File: config.mk
export PLATFORM = sky130hd
export DESIGN_NAME = ifs_chaos_game_plotter_core
export DESIGN_NICKNAME = d
export VERILOG_FILES = /design/src/hw/rtl/ifs_cgp_pkg.sv /design/src/hw/rtl/ifs_chaos_game_plotter_core.sv /design/src/hw/rtl/ifs_cgp_mac.sv
export SDC_FILE = /design/constraint.sdc
export NUM_CORES = 2
export LEC_CHECK = 0
export ABC_AREA = 1
export BUFFER_PORTS_ARGS = -buffer_cell sky130_fd_sc_hd__buf_4
export CAP_MARGIN = 20
export CORE_MARGIN = 4
export CORE_UTILIZATION = 33
export DETAILED_ROUTE_END_ITERATION = 16
export GPL_ROUTABILITY_DRIVEN = 0
export PLACE_DENSITY = 0.47
export SLEW_MARGIN = 20
export SYNTH_ARGS = -nofsm -noshare
export SYNTH_HDL_FRONTEND = slang
export SYNTH_HIERARCHICAL = 1
export SYNTH_SLANG_ARGS = --single-unit
File: constraint.sdc
create_clock -name clk_i -period 7.75 [get_ports clk_i]
set_input_delay 0.3875 -clock clk_i [delete_from_list [all_inputs] [get_ports clk_i]]
set_output_delay 0.3875 -clock clk_i [all_outputs]
set_load 0.01 [all_outputs]
File: src/hw/rtl/ifs_cgp_pkg.sv
// Shared types and constants for the IFS chaos-game plotter.
// Used by the top level and the shared multiply-accumulate unit; no dependencies.
package ifs_cgp_pkg;

  localparam int CoefW  = 16;  // packed lane width of coefficients and screen terms
  localparam int PointW = 32;  // Q16.16 point coordinate
  localparam int ProdW  = 48;  // point times coefficient
  localparam int AccW   = 49;  // two products plus a translation term
  localparam int ScrW   = 50;  // screen sum before truncation
  localparam int IdxW   = 4;
  localparam int CfgW   = 64;
  localparam int ThrW   = 15;

  // register indexes of the configuration port
  localparam logic [IdxW-1:0] REG_COEF_XX    = 4'd0;
  localparam logic [IdxW-1:0] REG_COEF_XY    = 4'd1;
  localparam logic [IdxW-1:0] REG_COEF_YX    = 4'd2;
  localparam logic [IdxW-1:0] REG_COEF_YY    = 4'd3;
  localparam logic [IdxW-1:0] REG_SHIFT_X    = 4'd4;
  localparam logic [IdxW-1:0] REG_SHIFT_Y    = 4'd5;
  localparam logic [IdxW-1:0] REG_THRESHOLDS = 4'd6;
  localparam logic [IdxW-1:0] REG_SCREEN     = 4'd7;

  typedef enum logic [2:0] {
    S_IDLE = 3'b001,
    S_RUN  = 3'b010,
    S_DONE = 3'b100
  } state_e;

  typedef struct packed {
    logic mul_en;    // register a new product
    logic acc_init;  // load the accumulator with the addend
    logic acc_add;   // fold the held product into the accumulator
  } mac_ctrl_t;

  function automatic logic signed [CoefW-1:0] lane16(input logic [CfgW-1:0] word,
                                                     input logic [1:0] lane);
    lane16 = word[{lane, 4'd0} +: CoefW];
  endfunction

endpackage

File: src/hw/rtl/ifs_chaos_game_plotter_core.sv
// IFS chaos-game plotter: one item in, one pixel item out.
// Output: out_valid_o rises when the DONE state loads the pixel item register.
// Per item: accept in IDLE, six products on the shared multiplier in RUN (four affine,
// two screen scale), pixel load in DONE; no new item is taken until back in IDLE.
// Reset (rst_ni low, asynchronous): configuration registers cleared to 0, point at origin,
// no item pending; in_ready_o is high from reset on.
module ifs_chaos_game_plotter_core #(
  parameter int SCREEN_WIDTH   = 640,
  parameter int SCREEN_HEIGHT  = 480,
  parameter int COEF_FRAC_BITS = 12
) (
  input  logic                             clk_i,
  input  logic                             rst_ni,
  // configuration
  input  logic                             cfg_we_i,
  input  logic [ifs_cgp_pkg::IdxW-1:0]     cfg_idx_i,
  input  logic [ifs_cgp_pkg::CfgW-1:0]     cfg_wdata_i,
  // input items
  input  logic                             in_valid_i,
  output logic                             in_ready_o,
  input  logic [14:0]                      random_value_i,
  input  logic [3:0]                       draw_color_i,
  input  logic                             restart_i,
  // pixel items
  output logic                             out_valid_o,
  input  logic                             out_ready_i,
  output logic [9:0]                       pixel_x_o,
  output logic [8:0]                       pixel_y_o,
  output logic [3:0]                       pixel_color_o,
  output logic                             plot_enable_o
);
  import ifs_cgp_pkg::*;

  localparam logic [ScrW-17:0] WidthLim  = (ScrW-16)'(SCREEN_WIDTH);
  localparam logic [ScrW-17:0] HeightLim = (ScrW-16)'(SCREEN_HEIGHT);
  localparam logic signed [ScrW-1:0] HeightFix = ScrW'(SCREEN_HEIGHT) <<< 16;

  // Truncate v / 2^16 toward zero and test 0 <= q < lim. A negative v above
  // -2^16 truncates to zero and is on screen.
  function automatic logic scr_on(input logic [ScrW-1:0] v, input logic [ScrW-17:0] lim);
    logic [ScrW-17:0] hi;
    hi = v[ScrW-1:16];
    scr_on = (!v[ScrW-1] && (hi < lim)) || ((&hi) && (|v[15:0]));
  endfunction

  // configuration registers
  logic [CfgW-1:0] coef_xx_q, coef_xy_q, coef_yx_q, coef_yy_q;
  logic [CfgW-1:0] shift_x_q, shift_y_q, screen_q;
  logic [3*ThrW-1:0] thr_q;

  // sequencer
  state_e state_q, state_d;
  logic [2:0] cnt_q, cnt_d;
  logic [1:0] map_q, map_d;
  logic [3:0] color_q;
  logic in_acc, out_load;

  // point state and partial pixel
  logic signed [PointW-1:0] point_x_q, point_y_q;
  logic [9:0] col_q;
  logic       on_x_q;

  // shared unit
  mac_ctrl_t                mac_ctrl;
  logic signed [PointW-1:0] mac_a, mac_addend, mac_point;
  logic signed [CoefW-1:0]  mac_b;
  logic signed [ProdW-1:0]  mac_prod;

  // screen sums
  logic signed [ScrW-1:0] col_v, row_v;
  logic                   on_y;

  // output register
  logic       out_valid_q;
  logic [9:0] pix_x_q;
  logic [8:0] pix_y_q;
  logic [3:0] pix_c_q;
  logic       plot_q;

  assign in_ready_o = (state_q == S_IDLE);
  assign in_acc     = in_valid_i && in_ready_o;
  assign out_load   = (state_q == S_DONE) && (!out_valid_q || out_ready_i);

  // pick the map: the first threshold that r falls below wins
  always_comb begin
    priority if (random_value_i < thr_q[ThrW-1:0]) begin
      map_d = 2'd0;
    end else if (random_value_i < thr_q[2*ThrW-1:ThrW]) begin
      map_d = 2'd1;
    end else if (random_value_i < thr_q[3*ThrW-1:2*ThrW]) begin
      map_d = 2'd2;
    end else begin
      map_d = 2'd3;
    end
  end

  always_comb begin
    state_d = state_q;
    cnt_d   = cnt_q;
    unique case (state_q)
      S_IDLE: begin
        if (in_acc) begin
          state_d = S_RUN;
          cnt_d   = 3'd0;
        end
      end
      S_RUN: begin
        cnt_d = cnt_q + 3'd1;
        if (cnt_q == 3'd5) begin
          state_d = S_DONE;
        end
      end
      S_DONE: begin
        // hold here while the previous pixel item still waits
        if (out_load) begin
          state_d = S_IDLE;
        end
      end
      default: begin
        state_d = S_IDLE;
      end
    endcase
  end

  // Product schedule, one per RUN cycle:
  //   0: x*xx   1: y*xy   2: x*yx   3: y*yy   4: x'*xscale   5: y'*yscale
  // x' is written at step 2 (after step 2 has read the old x), y' at step 4.
  always_comb begin
    mac_a = '0;
    mac_b = '0;
    unique case (cnt_q)
      3'd0: begin mac_a = point_x_q; mac_b = lane16(coef_xx_q, map_q); end
      3'd1: begin mac_a = point_y_q; mac_b = lane16(coef_xy_q, map_q); end
      3'd2: begin mac_a = point_x_q; mac_b = lane16(coef_yx_q, map_q); end
      3'd3: begin mac_a = point_y_q; mac_b = lane16(coef_yy_q, map_q); end
      3'd4: begin mac_a = point_x_q; mac_b = lane16(screen_q, 2'd0); end
      3'd5: begin mac_a = point_y_q; mac_b = lane16(screen_q, 2'd1); end
      default: begin
        mac_a = '0;
        mac_b = '0;
      end
    endcase
  end

  assign mac_ctrl.mul_en   = (state_q == S_RUN);
  assign mac_ctrl.acc_init = (state_q == S_RUN) && ((cnt_q == 3'd0) || (cnt_q == 3'd2));
  assign mac_ctrl.acc_add  = (state_q == S_RUN) && ((cnt_q == 3'd1) || (cnt_q == 3'd3));
  // translation lane shifted left by 16 to the scale of a Q16.16 point times a coefficient
  assign mac_addend = (cnt_q == 3'd0) ? {lane16(shift_x_q, map_q), 16'h0000}
                                      : {lane16(shift_y_q, map_q), 16'h0000};

  ifs_cgp_mac #(
    .FRAC_BITS (COEF_FRAC_BITS)
  ) u_mac (
    .clk_i    (clk_i),
    .ctrl_i   (mac_ctrl),
    .a_i      (mac_a),
    .b_i      (mac_b),
    .addend_i (mac_addend),
    .prod_o   (mac_prod),
    .point_o  (mac_point)
  );

  // column from x'*xscale (held product at step 5), row from y'*yscale in DONE
  assign col_v = ScrW'(mac_prod) + (ScrW'(lane16(screen_q, 2'd2)) <<< 16);
  assign row_v = HeightFix - ScrW'(mac_prod) + (ScrW'(lane16(screen_q, 2'd3)) <<< 16);
  assign on_y  = scr_on(row_v, HeightLim);

  always_ff @(posedge clk_i or negedge rst_ni) begin
    if (!rst_ni) begin
      state_q     <= S_IDLE;
      cnt_q       <= 3'd0;
      out_valid_q <= 1'b0;
      point_x_q   <= '0;
      point_y_q   <= '0;
      coef_xx_q   <= '0;
      coef_xy_q   <= '0;
      coef_yx_q   <= '0;
      coef_yy_q   <= '0;
      shift_x_q   <= '0;
      shift_y_q   <= '0;
      thr_q       <= '0;
      screen_q    <= '0;
    end else begin
      state_q <= state_d;
      cnt_q   <= cnt_d;

      if (cfg_we_i) begin
        unique case (cfg_idx_i)
          REG_COEF_XX:    coef_xx_q <= cfg_wdata_i;
          REG_COEF_XY:    coef_xy_q <= cfg_wdata_i;
          REG_COEF_YX:    coef_yx_q <= cfg_wdata_i;
          REG_COEF_YY:    coef_yy_q <= cfg_wdata_i;
          REG_SHIFT_X:    shift_x_q <= cfg_wdata_i;
          REG_SHIFT_Y:    shift_y_q <= cfg_wdata_i;
          REG_THRESHOLDS: thr_q     <= cfg_wdata_i[3*ThrW-1:0];
          REG_SCREEN:     screen_q  <= cfg_wdata_i;
          default: ;  // drop writes beyond the register list
        endcase
      end

      // restart clears the point before the first product reads it
      if (in_acc && restart_i) begin
        point_x_q <= '0;
        point_y_q <= '0;
      end else if ((state_q == S_RUN) && (cnt_q == 3'd2)) begin
        point_x_q <= mac_point;
      end else if ((state_q == S_RUN) && (cnt_q == 3'd4)) begin
        point_y_q <= mac_point;
      end

      if (out_load) begin
        out_valid_q <= 1'b1;
      end else if (out_ready_i) begin
        out_valid_q <= 1'b0;
      end
    end
  end

  // payload registers
  always_ff @(posedge clk_i) begin
    if (in_acc) begin
      map_q   <= map_d;
      color_q <= draw_color_i;
    end
    if ((state_q == S_RUN) && (cnt_q == 3'd5)) begin
      on_x_q <= scr_on(col_v, WidthLim);
      // a small negative sum truncates to column zero
      col_q  <= col_v[ScrW-1] ? 10'd0 : col_v[25:16];
    end
    if (out_load) begin
      plot_q  <= on_x_q && on_y;
      pix_x_q <= (on_x_q && on_y) ? col_q : 10'd0;
      pix_y_q <= (on_x_q && on_y && !row_v[ScrW-1]) ? row_v[24:16] : 9'd0;
      pix_c_q <= color_q;
    end
  end

  assign out_valid_o   = out_valid_q;
  assign pixel_x_o     = pix_x_q;
  assign pixel_y_o     = pix_y_q;
  assign pixel_color_o = pix_c_q;
  assign plot_enable_o = plot_q;

endmodule

File: src/hw/rtl/ifs_cgp_mac.sv
// Shared multiply-accumulate unit of the IFS plotter: registered 32x16 product,
// accumulator, floor shift and saturation to Q16.16. Depends on ifs_cgp_pkg.
module ifs_cgp_mac #(
  parameter int FRAC_BITS = 12
) (
  input  logic                                   clk_i,
  input  ifs_cgp_pkg::mac_ctrl_t                 ctrl_i,
  input  logic signed [ifs_cgp_pkg::PointW-1:0]  a_i,
  input  logic signed [ifs_cgp_pkg::CoefW-1:0]   b_i,
  input  logic signed [ifs_cgp_pkg::PointW-1:0]  addend_i,
  output logic signed [ifs_cgp_pkg::ProdW-1:0]   prod_o,
  output logic signed [ifs_cgp_pkg::PointW-1:0]  point_o
);
  import ifs_cgp_pkg::*;

  logic signed [ProdW-1:0] prod_q;
  logic signed [AccW-1:0]  acc_q;
  logic signed [AccW-1:0]  sum;
  logic signed [AccW-1:0]  shifted;
  logic signed [ProdW-1:0] mul;

  assign mul = ProdW'(a_i) * ProdW'(b_i);
  assign sum = acc_q + AccW'(prod_q);

  always_ff @(posedge clk_i) begin
    if (ctrl_i.mul_en) begin
      prod_q <= mul;
    end
    if (ctrl_i.acc_init) begin
      acc_q <= AccW'(addend_i);
    end else if (ctrl_i.acc_add) begin
      acc_q <= sum;
    end
  end

  // floor division by 2^FRAC_BITS, then clamp to the signed 32-bit range
  always_comb begin
    shifted = sum >>> FRAC_BITS;
    if ((&shifted[AccW-1:PointW-1]) || !(|shifted[AccW-1:PointW-1])) begin
      point_o = shifted[PointW-1:0];
    end else if (shifted[AccW-1]) begin
      point_o = {1'b1, {(PointW-1){1'b0}}};
    end else begin
      point_o = {1'b0, {(PointW-1){1'b1}}};
    end
  end

  assign prod_o = prod_q;

endmodule

==> reports/metrics.cfg <==
[outcome]
status=finished, final reports clean

[route]
drcViolationCount=0
drt_first_pass_iters=5
vias_per_cell=4.897
antenna_left=0
post_drt_wl_per_cell_microns=19.92
via_count=51967
wirelength_microns=211400
initialDrtViolationCount=4116

[die]
fp.dieW_microns=430.5
ios=119
core_area_sq_um=176900
std_cell_rows=154
dieHeight_microns=430.5
dieArea_sq_um=185400
initial_core_util=0.3331

[run]
drv_cap=0

[synthesis]
syn_inst=7822
yosysSeqAreaShare=0.3099
ys_top_cells_by_count=2406 x nand2_1, 1412 x inv_1, 793 x o21ai_0, 563 x dfrtp_1, 488 x fa_1
async_flop_share=0.8034
yosys.cell_types.count=57
synth_top_area_frac=0.2391
synth_area_leaders=dfrtp_1 24%, fa_1 17%, nand2_1 15%
ys_seq_elements=702
yosysWarnings=6
synth.largest_area_cell=dfrtp_1
netlist_area_sq_um=58910
synth_most_common_cell=nand2_1
synth-edff-count=138
avgSynthCellArea_sq_um=7.532
synth_ff_type=dfrtp_1

[setup_path]
r2r_cells=33
crit_start=cnt_q[0]
start_kind=flop
max_stage_delay_ns=0.60
cp.depth=33
reg2reg_to=u_mac/prod_o[44]
cp_common_cell=fa_1
crit_family=adder cells
arrival_ns=8.10
cp_num_buf_inv=11
path_max_fanout=8
endpoint=u_mac/prod_o[44]
cp.required_ns=8.17
r2r-start=cnt_q[0]
criticalPathCategory=flop to flop
crit_path_top_delay_cell=fa_1
r2r_slack_ns=0.08
cp-end-kind=flop

[layout]
drive_gt1_frac=0.1336
nets=9096
areaGrowthSynthToFinish_pct=19.93
fin_cells=10612
final_cell_area_sq_um=70660

[cts]
clkTransAtPathRegs_ns=0.07
cts_buffers=76
clock_latency_ns=0.70
cts-root-buf=clkbuf_16
cts.htree.levels=3
clk_path_buf_depth=3
clkSinkCount=702
cts_tree=built

[sta]
worst_clock_skew_ns=0.05396
finalWorstPathRequiredPeriod_ns=7.674
drv_slew=0
grt_setup_unrepaired=yes
slew_headroom=0.2384
finalHoldViolCount=0
fmax_mhz=130.3
setup_viol=0
worst_pin_slew_ns=1.137
fin_crit_sh=0.9902

[place]
placedCellCount=10399
dp_hpwl_microns=158200
place_area_sq_um=65600
io_buffer_count=118

[global_route]
grt_overflow=0
antenna_found_initial=9
grt_start_max_net_pins=156
grt_pass1_vias=51463
track_usage=0.2249
grt_pass1_wl_microns=320900

[min_path]
hp-start=cfg_wdata_i[30]
hold_class=input port to flop

## metal layers
metal | vias up | share of wire | GRT usage
li1 | 24886 | - | -
met1 | 25568 | 0.46 | 0.3214
met2 | 1282 | 0.46 | 0.3682
met3 | 231 | 0.049 | 0.02342
met4 | 0 | 0.029 | 0.05006
met5 | - | 0 | 0
## layout make-up
type | count | area, sq um
fill | 18592 | 106200
multi-input combinational | 5385 | 35580
sequential | 702 | 18260
timing repair buffer | 619 | 5963
inverter | 1425 | 5351
tap | 2340 | 2928
clock buffer | 103 | 2133
clock inverter | 37 | 442.9
antenna | 1 | 2.502
## flip-flops by register name (all words and copies together), names as in the netlist, 45 cells and up
signal,count
u_mac/acc_q,49
screen_q,64
coef_xx_q,64
u_mac/prod_o,48
coef_yx_q,64
coef_xy_q,64
shift_x_q,64
shift_y_q,64
coef_yy_q,64
thr_q,45
## what timing repair did
item / CTS / global route
hold endpoints to repair: 69 / 0
gates resized for setup: 97 / 263
hold buffers: 7 / 0
pin swaps: 37 / 105
cloned: 6 / 7
setup endpoints to repair: 32 / 34
setup buffers: 31 / 22
## per-stage QoR
step | TNS, ns | util | hold WS [ns] | setup WS, ns
floorplan | 0 | - | 0.09191 | 0.1284
global placement | -6.337 | 0.3709 | 0.3916 | -0.3641
detailed placement | -4.996 | 0.3709 | 0.3861 | -0.3270
CTS | -0.01783 | 0.3915 | 0.09042 | -0.01047
global route | -1.837 | 0.3994 | 0.1083 | -0.1946
finish | 0 | 0.3995 | 0.1256 | 0.07560
## cell usage in the layout, fill, tap and decap left out, types with 58 or more instances in the layout
master | synthesis | routed
nand2_2 | 18 | 58
fa_1 | 488 | 479
clkbuf_16 | 0 | 83
inv_1 | 1412 | 1381
nor2_1 | 456 | 428
a21oi_1 | 222 | 181
buf_12 | 0 | 70
dfrtp_1 | 563 | 563
buf_4 | 0 | 499
xor2_1 | 70 | 69
edfxtp_1 | 138 | 138
o21ai_0 | 793 | 759
nand2_1 | 2406 | 2361
ha_1 | 306 | 268
nand4_1 | 77 | 77
nand3_1 | 225 | 194
## cell families after synthesis
| family | count (synthesis) | synth area share |
|---|---|---|
| and+or+nand+nor | 3300 | 0.2251 |
| other | 1 | 0.00006365 |
| DFF | 702 | 0.3099 |
| buffers and inverters | 1750 | 0.1124 |
| adders and majority gates | 794 | 0.2308 |
| AOI/OAI and AO/OA | 1165 | 0.1053 |
| xor gates and xnor gates | 110 | 0.01648 |
## worst min-delay path by stage
stage | to | cells after the start
after global placement | thr_q[31] | 1
after CTS | shift_x_q[30] | 3
after floorplan | cnt_q[0] | 0
after detailed placement | thr_q[31] | 1
final | shift_x_q[30] | 3
after global routing | shift_y_q[60] | 3
## worst reg2reg max path, delay by kind of cell, from the launching register on
family,cells,cell delay (ns)
AO/OA/AOI/OAI,3,0.62
adder cells (fa/ha/maj),9,3.83
XOR/XNOR,1,0.10
flip-flops,1,0.41
AND/OR/NAND/NOR,9,1.15
buffers and inverters,11,1.32
Power is left out: the tool's default activity adds up to more than one toggle a clock period on the data nets, which glitch-free logic cannot reach.
